[config.mk]
export PLATFORM = sky130hd
export DESIGN_NAME = partition_matroid_circuit_oracle
export DESIGN_NICKNAME = d
export VERILOG_FILES = /design/src/hdl/pmco_pkg.sv /design/src/hdl/partition_matroid_circuit_oracle.sv /design/src/hdl/pmco_ram.sv /design/src/hdl/pmco_ctrl.sv /design/src/hdl/pmco_dpath.sv
export SDC_FILE = /design/constraint.sdc
export NUM_CORES = 1
export LEC_CHECK = 0
export BUFFER_PORTS_ARGS = -buffer_cell sky130_fd_sc_hd__buf_2
export CAP_MARGIN = 20
export CELL_PAD_IN_SITES_DETAIL_PLACEMENT = 1
export CELL_PAD_IN_SITES_GLOBAL_PLACEMENT = 1
export CORE_ASPECT_RATIO = 1.75
export CORE_MARGIN = 4
export CORE_UTILIZATION = 49
export DETAILED_ROUTE_END_ITERATION = 7
export PLACE_DENSITY = 0.75
export SKIP_LAST_GASP = 1
export SLEW_MARGIN = 20
export SYNTH_ARGS = -nofsm -noshare
export SYNTH_HDL_FRONTEND = slang
export SYNTH_SLANG_ARGS = --single-unit
[constraint.sdc]
create_clock -name clk_i -period 4.7 [get_ports clk_i]
set_clock_uncertainty 0.1 [all_clocks]
set_input_delay 0.235 -clock clk_i [delete_from_list [all_inputs] [get_ports clk_i]]
set_output_delay 0.235 -clock clk_i [all_outputs]
set_load 0.02 [all_outputs]
[src/hdl/pmco_pkg.sv]
// Shared types and constants of the partition matroid circuit oracle.
// Request and result payloads, operation codes, controller states and the
// command and status groups between controller and datapath. No dependencies.
package pmco_pkg;

  localparam int ELEM_W   = 5;
  localparam int PART_W   = 3;
  localparam int CAP_W    = 6;
  localparam int CNT_W    = 6;
  localparam int ECOUNT_W = 6;

  // Largest element index the request field can name, plus one.
  localparam int ELEM_RANGE = 1 << ELEM_W;

  localparam int ECOUNT_RESET     = 32;
  localparam int MAX_ELEMENTS_DEF = 32;
  localparam int PART_COUNT_DEF   = 8;

  typedef enum logic [1:0] {
    OP_ASSIGN_PART  = 2'd0,
    OP_SET_CAPACITY = 2'd1,
    OP_SET_MEMBER   = 2'd2,
    OP_QUERY        = 2'd3
  } op_e;

  typedef struct packed {
    op_e                operation;
    logic [ELEM_W-1:0]  element;
    logic [PART_W-1:0]  part_index;
    logic [CAP_W-1:0]   capacity;
    logic               member;
  } req_t;

  typedef struct packed {
    logic               kind;
    logic [ELEM_W-1:0]  circuit_element;
    logic               last;
  } rsp_t;

  typedef enum logic [1:0] {
    ST_IDLE   = 2'd0,
    ST_LOOKUP = 2'd1,
    ST_SCAN   = 2'd2,
    ST_FINAL  = 2'd3
  } state_e;

  typedef struct packed {
    logic take;
    logic apply;
    logic scan;
    logic finish;
  } dp_cmd_t;

  typedef struct packed {
    logic lookup_needed;
    logic is_query;
    logic query_full;
    logic scan_end;
    logic out_free;
  } dp_status_t;

endpackage

[src/hdl/partition_matroid_circuit_oracle.sv]
// Partition matroid circuit oracle, top level: controller plus datapath.
// Depends on pmco_pkg, pmco_ctrl, pmco_dpath and pmco_ram.
//
// The block keeps a part number per element, a capacity per part, a
// membership bit per element and a member count per part, and answers
// circuit queries. It works on one request at a time. A capacity write
// needs no table read. A part assignment or a membership change first
// reads the element's current part from the part table, a RAM with a
// registered read port. A query that finds room in its part returns a
// single independent result. A query on a full part scans elements 0 to
// element_count-1 through the same table, one element per cycle while no
// pending result is held back by out_stall_i.
// Results leave through an output register, so the next request can be
// taken while the final result of a query still waits downstream.
// Configuration writes set element_count, which is clamped to the smaller
// of 32 and MAX_ELEMENTS; they are meant for times when no request is in
// flight.
module partition_matroid_circuit_oracle
  import pmco_pkg::*;
#(
  parameter int MAX_ELEMENTS = MAX_ELEMENTS_DEF,
  parameter int PART_COUNT   = PART_COUNT_DEF
) (
  input  logic                clk_i,
  input  logic                rst_ni,
  input  logic                in_valid_i,
  output logic                in_stall_o,
  input  req_t                in_req_i,
  output logic                out_valid_o,
  input  logic                out_stall_i,
  output rsp_t                out_rsp_o,
  input  logic                cfg_we_i,
  input  logic [ECOUNT_W-1:0] cfg_wdata_i
);

  dp_cmd_t    cmd;
  dp_status_t status;

  // The controller sequences each request: take, table lookup where needed,
  // then for queries the scan when the part is full, and the final result.
  pmco_ctrl u_ctrl (
    .clk_i     (clk_i),
    .rst_ni    (rst_ni),
    .in_valid_i(in_valid_i),
    .in_stall_o(in_stall_o),
    .status_i  (status),
    .cmd_o     (cmd)
  );

  // The datapath holds all tables and counters and the result register.
  pmco_dpath #(
    .MAX_ELEMENTS(MAX_ELEMENTS),
    .PART_COUNT  (PART_COUNT)
  ) u_dpath (
    .clk_i      (clk_i),
    .rst_ni     (rst_ni),
    .in_req_i   (in_req_i),
    .out_stall_i(out_stall_i),
    .cfg_we_i   (cfg_we_i),
    .cfg_wdata_i(cfg_wdata_i),
    .cmd_i      (cmd),
    .status_o   (status),
    .out_valid_o(out_valid_o),
    .out_rsp_o  (out_rsp_o)
  );

endmodule

[src/hdl/pmco_ram.sv]
// Generic single-write, single-read RAM with a registered read port.
// Used for the element-to-part table. No package dependencies.
module pmco_ram #(
  parameter int WIDTH = 8,
  parameter int DEPTH = 32,
  localparam int AW   = (DEPTH > 1) ? $clog2(DEPTH) : 1
) (
  input  logic             clk_i,
  input  logic             we_i,
  input  logic [AW-1:0]    waddr_i,
  input  logic [WIDTH-1:0] wdata_i,
  input  logic             re_i,
  input  logic [AW-1:0]    raddr_i,
  output logic [WIDTH-1:0] rdata_o
);

  logic [WIDTH-1:0] mem_q [DEPTH];
  logic [WIDTH-1:0] rdata_q;

  always_ff @(posedge clk_i) begin
    if (we_i) begin
      mem_q[waddr_i] <= wdata_i;
    end
    if (re_i) begin
      rdata_q <= mem_q[raddr_i];
    end
  end

  assign rdata_o = rdata_q;

endmodule

[src/hdl/pmco_ctrl.sv]
// Controller state machine of the partition matroid circuit oracle.
// Depends on pmco_pkg for the state enum and the command and status structs.
module pmco_ctrl
  import pmco_pkg::*;
(
  input  logic       clk_i,
  input  logic       rst_ni,
  input  logic       in_valid_i,
  output logic       in_stall_o,
  input  dp_status_t status_i,
  output dp_cmd_t    cmd_o
);

  state_e state_q, state_d;

  always_ff @(posedge clk_i or negedge rst_ni) begin
    if (!rst_ni) begin
      state_q <= ST_IDLE;
    end else begin
      state_q <= state_d;
    end
  end

  always_comb begin
    state_d    = state_q;
    cmd_o      = '0;
    in_stall_o = 1'b1;
    case (state_q)
      ST_IDLE: begin
        in_stall_o = 1'b0;
        if (in_valid_i) begin
          cmd_o.take = 1'b1;
          if (status_i.lookup_needed) begin
            state_d = ST_LOOKUP;
          end
        end
      end
      ST_LOOKUP: begin
        cmd_o.apply = 1'b1;
        if (status_i.is_query) begin
          state_d = status_i.query_full ? ST_SCAN : ST_FINAL;
        end else begin
          state_d = ST_IDLE;
        end
      end
      ST_SCAN: begin
        cmd_o.scan = 1'b1;
        if (status_i.scan_end) begin
          state_d = ST_FINAL;
        end
      end
      ST_FINAL: begin
        cmd_o.finish = 1'b1;
        if (status_i.out_free) begin
          state_d = ST_IDLE;
        end
      end
      default: begin
        state_d = ST_IDLE;
      end
    endcase
  end

endmodule

[src/hdl/pmco_dpath.sv]
// Datapath of the partition matroid circuit oracle: tables, counters,
// scan pipeline and output register. Depends on pmco_pkg and pmco_ram.
module pmco_dpath
  import pmco_pkg::*;
#(
  parameter int MAX_ELEMENTS = MAX_ELEMENTS_DEF,
  parameter int PART_COUNT   = PART_COUNT_DEF
) (
  input  logic                clk_i,
  input  logic                rst_ni,
  input  req_t                in_req_i,
  input  logic                out_stall_i,
  input  logic                cfg_we_i,
  input  logic [ECOUNT_W-1:0] cfg_wdata_i,
  input  dp_cmd_t             cmd_i,
  output dp_status_t          status_o,
  output logic                out_valid_o,
  output rsp_t                out_rsp_o
);

  localparam int AW         = (MAX_ELEMENTS > 1) ? $clog2(MAX_ELEMENTS) : 1;
  localparam int PIW        = (PART_COUNT > 1) ? $clog2(PART_COUNT) : 1;
  localparam int SCAN_LIMIT = (MAX_ELEMENTS < ELEM_RANGE) ? MAX_ELEMENTS : ELEM_RANGE;
  localparam int ECOUNT_INIT = (ECOUNT_RESET < SCAN_LIMIT) ? ECOUNT_RESET : SCAN_LIMIT;

  req_t                req_q;
  logic [ECOUNT_W-1:0] ecount_q;
  logic [MAX_ELEMENTS-1:0] member_q, member_d;
  logic [CNT_W-1:0]    count_q [PART_COUNT];
  logic [CNT_W-1:0]    count_d [PART_COUNT];
  logic [CAP_W-1:0]    cap_q   [PART_COUNT];
  logic [PART_COUNT-1:0] inc_sel, dec_sel;
  logic [PART_W-1:0]   part_q;
  logic [ECOUNT_W-1:0] issue_q;
  logic [ELEM_W-1:0]   chk_idx_q;
  logic                chk_valid_q;
  rsp_t                fin_q, out_q, out_load_rsp;
  logic                out_valid_q;

  logic                ram_we, ram_re;
  logic [AW-1:0]       ram_waddr, ram_raddr;
  logic [PART_W-1:0]   ram_rdata;

  logic                in_elem_ok, in_part_ok, req_part_ok;
  logic [AW-1:0]       e_idx;
  logic [PIW-1:0]      old_idx, new_idx;
  logic                full;
  logic                match, hold, more, scan_emit, scan_adv;
  logic                out_can_load, out_load;

  pmco_ram #(
    .WIDTH(PART_W),
    .DEPTH(MAX_ELEMENTS)
  ) u_part_ram (
    .clk_i  (clk_i),
    .we_i   (ram_we),
    .waddr_i(ram_waddr),
    .wdata_i(req_q.part_index),
    .re_i   (ram_re),
    .raddr_i(ram_raddr),
    .rdata_o(ram_rdata)
  );

  // Request decode.
  assign in_elem_ok  = int'(in_req_i.element) < MAX_ELEMENTS;
  assign in_part_ok  = int'(in_req_i.part_index) < PART_COUNT;
  assign req_part_ok = int'(req_q.part_index) < PART_COUNT;

  assign e_idx   = AW'(req_q.element);
  assign old_idx = PIW'(ram_rdata);
  assign new_idx = PIW'(req_q.part_index);
  assign full    = !(count_q[old_idx] < cap_q[old_idx]);

  // Count and membership updates, applied once the old part is known.
  always_comb begin
    member_d = member_q;
    inc_sel  = '0;
    dec_sel  = '0;
    if (cmd_i.apply) begin
      case (req_q.operation)
        OP_ASSIGN_PART: begin
          if (req_part_ok && member_q[e_idx]) begin
            dec_sel[old_idx] = 1'b1;
            inc_sel[new_idx] = 1'b1;
          end
        end
        OP_SET_MEMBER: begin
          if (member_q[e_idx] != req_q.member) begin
            member_d[e_idx] = req_q.member;
            if (req_q.member) begin
              inc_sel[old_idx] = 1'b1;
            end else begin
              dec_sel[old_idx] = 1'b1;
            end
          end
        end
        default: begin
        end
      endcase
    end
    for (int k = 0; k < PART_COUNT; k++) begin
      count_d[k] = count_q[k] + CNT_W'(inc_sel[k]) - CNT_W'(dec_sel[k]);
    end
  end

  // Scan pipeline: one table read in flight, checked the next cycle.
  assign out_can_load = !out_valid_q || !out_stall_i;
  assign match        = member_q[AW'(chk_idx_q)] && (ram_rdata == part_q);
  assign hold         = chk_valid_q && match && !out_can_load;
  assign more         = issue_q < ecount_q;
  assign scan_emit    = cmd_i.scan && chk_valid_q && match && out_can_load;
  assign scan_adv     = cmd_i.scan && !hold;

  assign ram_re    = cmd_i.take || cmd_i.apply || (scan_adv && more);
  assign ram_we    = cmd_i.apply && (req_q.operation == OP_ASSIGN_PART) && req_part_ok;
  assign ram_waddr = e_idx;

  always_comb begin
    if (cmd_i.take) begin
      ram_raddr = AW'(in_req_i.element);
    end else if (cmd_i.apply) begin
      ram_raddr = '0;
    end else begin
      ram_raddr = AW'(issue_q);
    end
  end

  assign out_load = scan_emit || (cmd_i.finish && out_can_load);

  always_comb begin
    if (scan_emit) begin
      out_load_rsp = '{kind: 1'b1, circuit_element: chk_idx_q, last: 1'b0};
    end else begin
      out_load_rsp = fin_q;
    end
  end

  assign status_o.lookup_needed = (in_req_i.operation != OP_SET_CAPACITY) && in_elem_ok;
  assign status_o.is_query      = req_q.operation == OP_QUERY;
  assign status_o.query_full    = full;
  assign status_o.scan_end      = !hold && !more;
  assign status_o.out_free      = out_can_load;

  // Control state.
  always_ff @(posedge clk_i or negedge rst_ni) begin
    if (!rst_ni) begin
      ecount_q    <= ECOUNT_W'(ECOUNT_INIT);
      member_q    <= '0;
      for (int k = 0; k < PART_COUNT; k++) begin
        count_q[k] <= '0;
      end
      issue_q     <= '0;
      chk_valid_q <= 1'b0;
      out_valid_q <= 1'b0;
    end else begin
      if (cfg_we_i) begin
        ecount_q <= (cfg_wdata_i > ECOUNT_W'(SCAN_LIMIT)) ? ECOUNT_W'(SCAN_LIMIT)
                                                           : cfg_wdata_i;
      end
      member_q <= member_d;
      count_q  <= count_d;
      if (cmd_i.apply) begin
        issue_q     <= ECOUNT_W'(1);
        chk_valid_q <= ecount_q != '0;
      end else if (scan_adv) begin
        if (more) begin
          issue_q     <= issue_q + ECOUNT_W'(1);
          chk_valid_q <= 1'b1;
        end else begin
          chk_valid_q <= 1'b0;
        end
      end
      if (out_load) begin
        out_valid_q <= 1'b1;
      end else if (!out_stall_i) begin
        out_valid_q <= 1'b0;
      end
    end
  end

  // Payload registers.
  always_ff @(posedge clk_i) begin
    if (cmd_i.take) begin
      req_q <= in_req_i;
      if ((in_req_i.operation == OP_SET_CAPACITY) && in_part_ok) begin
        cap_q[PIW'(in_req_i.part_index)] <= in_req_i.capacity;
      end
    end
    if (cmd_i.apply) begin
      part_q    <= ram_rdata;
      chk_idx_q <= '0;
      if (full) begin
        fin_q <= '{kind: 1'b1, circuit_element: req_q.element, last: 1'b1};
      end else begin
        fin_q <= '{kind: 1'b0, circuit_element: '0, last: 1'b1};
      end
    end else if (scan_adv && more) begin
      chk_idx_q <= ELEM_W'(issue_q);
    end
    if (out_load) begin
      out_q <= out_load_rsp;
    end
  end

  assign out_valid_o = out_valid_q;
  assign out_rsp_o   = out_q;

endmodule

==> impl_metrics.csv <==
group,metric,value,unit
status,run_status,"complete, no violations",
clock_tree,cts_root_buf,"clkbuf_16",
detailed_routing,wl_per_cell,23.7,um
yosys,synth_cell_types,71,
power,p_leak,0.00633,uW
yosys,synth_area_leaders,"edfxtp_1 (38%), dfrtp_1 (17%), mux2i_1 (7.6%)",
setup_path,cp_slowest_cell,"edfxtp_1",
placed_design,dp_hpwl,27400,um
detailed_routing,detail-route-antenna-nets,0,
min_path,min-delay-path-class,"in -> reg",
floorplanning,std_cell_rows,81,
yosys,netlist_area,0.0139,sq mm
yosys,syn_area_per_cell,12.0,sq um
timing,timing.slew.headroom,31.4,%
detailed_routing,post-route-drc-count,0,
floorplanning,io_pins,37,
power,p_comb_share,40.1,%
yosys,synth-edff-count,174,
timing,holdWs,0.131,ns
yosys,synth_commonest_cells,"edfxtp_1 (174), mux2i_1 (106), inv_1 (99)",
yosys,synthCells,1158,
floorplanning,core_area,0.0280,sq mm
setup_path,cp_top_family,"flip-flops",
power,internal-power,6190,uW
yosys,synthesis.nets,1253,
power,ir_drop,0.000489,V
setup_path,crit_chain,"mux4_2, a22oi_1, nand4_4, buf_4, or3b_1, a21oi_1, ha_1, inv_1, fa_1, inv_1, a21o_1, a21oi_1, xnor2_1",
finish,insertedDiodeCount,0,
finish,area_delta_synth_final,14.1,%
setup_path,cp-end-kind,"register",
placed_design,placedInstanceArea,0.0145,sq mm
timing,setup_tns,0,ns
detailed_routing,num_vias,9637,
timing,setup_viol_count_final,0,
setup_path,cpPeakStageDelay,0.84,ns
finish,drive_above_1_share,11.7,%
clock_tree,numCtsBuffers,27,
clock_tree,cts_resized,0,
global_route,grt_pass1_wl,60600,um
timing,fin_crit_sh,86.0,%
timing,fmax,247,MHz
detailed_routing,routed_wl,38700,um
finish,fillerInstances,2923,
setup_path,path_buf_inv,3,
detailed_routing,first_pass_iters,5,
yosys,synth_top_area_cell,"edfxtp_1",
power,clockPowerShare,24.1,%
setup_path,worstPathRequired,5.05,ns
yosys,synth.most_common_cell,"edfxtp_1",
finish,multi_input_area,0.00561,sq mm
clock_tree,cts_setup_buffers,0,
yosys,synth_top_flop_cell,"edfxtp_1",
finish,final_net_count,1336,
floorplanning,dieArea,0.0313,sq mm
clock_tree,cts_sinks,275,
floorplanning,die_x,135,um
global_route,grt_usage,25.3,%
clock_tree,cts_tree,"built",
global_route,grt_max_degree,70,
timing,worst_slew_pin_slew,1.02,ns
timing,period_needed,4.04,ns
setup_path,critPathArrivalTime,4.40,ns
floorplanning,start_util,49.8,%
placed_design,gp_congestion,0.834,
setup_path,critPathMaxFanout,24,
clock_tree,clk_path_buf_depth,3,
timing,drv_slew,0,
clock_tree,clk_pin_slew_worst_paths,0.07,ns
placed_design,port_buffers,36,
power,swShare,37.4,%
timing,rsz0062_at_grt,"false",
timing,hold_viol,0,
finish,seq_area,0.00773,sq mm
power,power,9890,uW
global_route,gr-total-overflow,0,
clock_tree,htreeDepth,1,
finish,fin_area,0.0159,sq mm
power,power-per-cell-area,622,mW/mm^2
floorplanning,chipHeight,231,um
yosys,yosysWarnings,0,
yosys,ys_ff_latch,275,
run,cap_violations,0,
yosys,synth_top_area_share,37.5,%
detailed_routing,drtIter0Drc,625,
detailed_routing,vias_per_cell,5.89,
setup_path,crit_path_start_kind,"register",
setup_path,path_class,"reg -> reg",
finish,fin_util,56.8,%
clock_tree,clk-insertion-delay-late,0.57,ns
yosys,yosysSeqAreaShare,55.5,%
global_route,antenna_found_initial,0,
power,seqPwrFrac,35.8,%
global_route,grt_pass1_vias,10700,
yosys,async_flop_share,34.9,%
power,switchingPower,3700,uW
-- cells in the final DEF (no fill, tap or decap), drive strengths merged, types with 11 or more instances in the layout --
| cell type | instances |
|---|---|
| nand2 | 43 |
| nor2 | 79 |
| edfxtp | 174 |
| a21o | 20 |
| a22oi | 24 |
| buf | 60 |
| nand3 | 11 |
| and2 | 14 |
| mux2 | 15 |
| mux2i | 106 |
| dfrtp | 95 |
| nor3 | 17 |
| ha | 59 |
| a221oi | 11 |
| o22ai | 14 |
| nor2b | 11 |
| inv | 103 |
| dlygate4sd3 | 37 |
| o21ai | 80 |
| a21oi | 68 |
| clkbuf | 27 |
| nand3b | 12 |
| xnor2 | 42 |
-- final timing paths --
check	depth (start not counted)	slack, ns	to	start
worst max-delay path	13	0.66	u_dpath.count_q[46]$_DFF_PN0_	u_dpath.e_idx[0]$_DFFE_PP_
worst min-delay path	4	0.13	u_ctrl.state_q[0]$_DFFE_PN0P_	in_valid_i
worst max register to register	13	0.66	u_dpath.count_q[46]$_DFF_PN0_	u_dpath.e_idx[0]$_DFFE_PP_
worst min register to register	1	0.42	u_dpath.out_rsp_o[6]$_SDFFCE_PP1P_	u_dpath.fin_q[6]$_DFFE_PP_
max in group asynchronous	3	3.25	u_dpath.count_q[37]$_DFF_PN0_	rst_ni
min in group asynchronous	2	0.28	u_dpath.count_q[26]$_DFF_PN0_	rst_ni
-- kinds of logic (layout without fill, tap and decap cells) --
family | count (synthesis) | after routing | synth area share (%)
flops | 275 | 275 | 55.5
fa+ha+maj | 67 | 67 | 6.45
xor+xnor | 43 | 43 | 2.70
mux | 130 | 130 | 10.4
buf+inv | 143 | 247 | 4.28
simple gates | 239 | 239 | 8.97
compound gates | 261 | 261 | 11.7
-- tightest hold or removal path: stages --
cell and delay (ns):
buf_2 0.12, nor3b_1 0.14, o21ai_0 0.17, o32ai_1 0.09
-- flip-flops by register name, indices dropped and copies added (netlist names), named ones only --
name and cells:
u_dpath.part_q 3, u_dpath.issue_q 6, u_dpath.chk_valid_q 1, u_dpath.out_valid_o 1, u_dpath.e_idx 5, u_dpath.req_q 3
u_dpath.u_part_ram.rdata_o 3, u_dpath.chk_idx_q 5, u_dpath.u_part_ram.mem_q 96, u_dpath.out_rsp_o 7, u_dpath.ecount_q 6, u_dpath.cap_q 48
u_dpath.count_q 48, u_ctrl.state_q 1, u_dpath.member_q 32, u_dpath.fin_q 6, u_dpath.new_idx 3
-- stage by stage --
step / std cells / setup slack, ns
after floorplan: 1158 / 1.24
after detailed placement: 1548 / 0.664
after global placement: 1548 / 0.747
after CTS: 1635 / 0.639
after global routing: 1635 / 0.383
final: 1635 / 0.656
-- cell type report --
cell class | count | area share (%)
Tap cell | 373 | 2.94
Clock buffer | 27 | 4.25
Inverter | 100 | 2.36
Clock inverter | 23 | 1.88
Multi-Input combinational cell | 740 | 35.3
Sequential cell | 275 | 48.6
Timing Repair Buffer | 97 | 4.61
-- layer usage --
layer / vias up / track usage (%) / routed length (um)
li1: 4406 / - / -
met1: 4881 / 27.6 / 13800
met5: - / 0 / 0
met2: 247 / 47.8 / 21600
met3: 103 / 2.89 / 1400
met4: 0 / 12.4 / 1950
-- power groups by stage --
stage / clock network (uW) / registers, uW / logic (uW)
floorplan: 0 / 3340 / 2990
global placement: 0 / 3570 / 3780
detailed placement: 0 / 3580 / 3930
CTS: 2430 / 3540 / 3990
global route: 2540 / 3590 / 4390
finish: 2380 / 3540 / 3960
-- timing repair --
item | 4_1_cts | 5_1_grt
endpoints found under the hold margin | 134 | 0
setup endpoints to repair | 0 | 0
hold buffers | 37 | 0
Note: power is estimated with default switching activity, not from simulation.
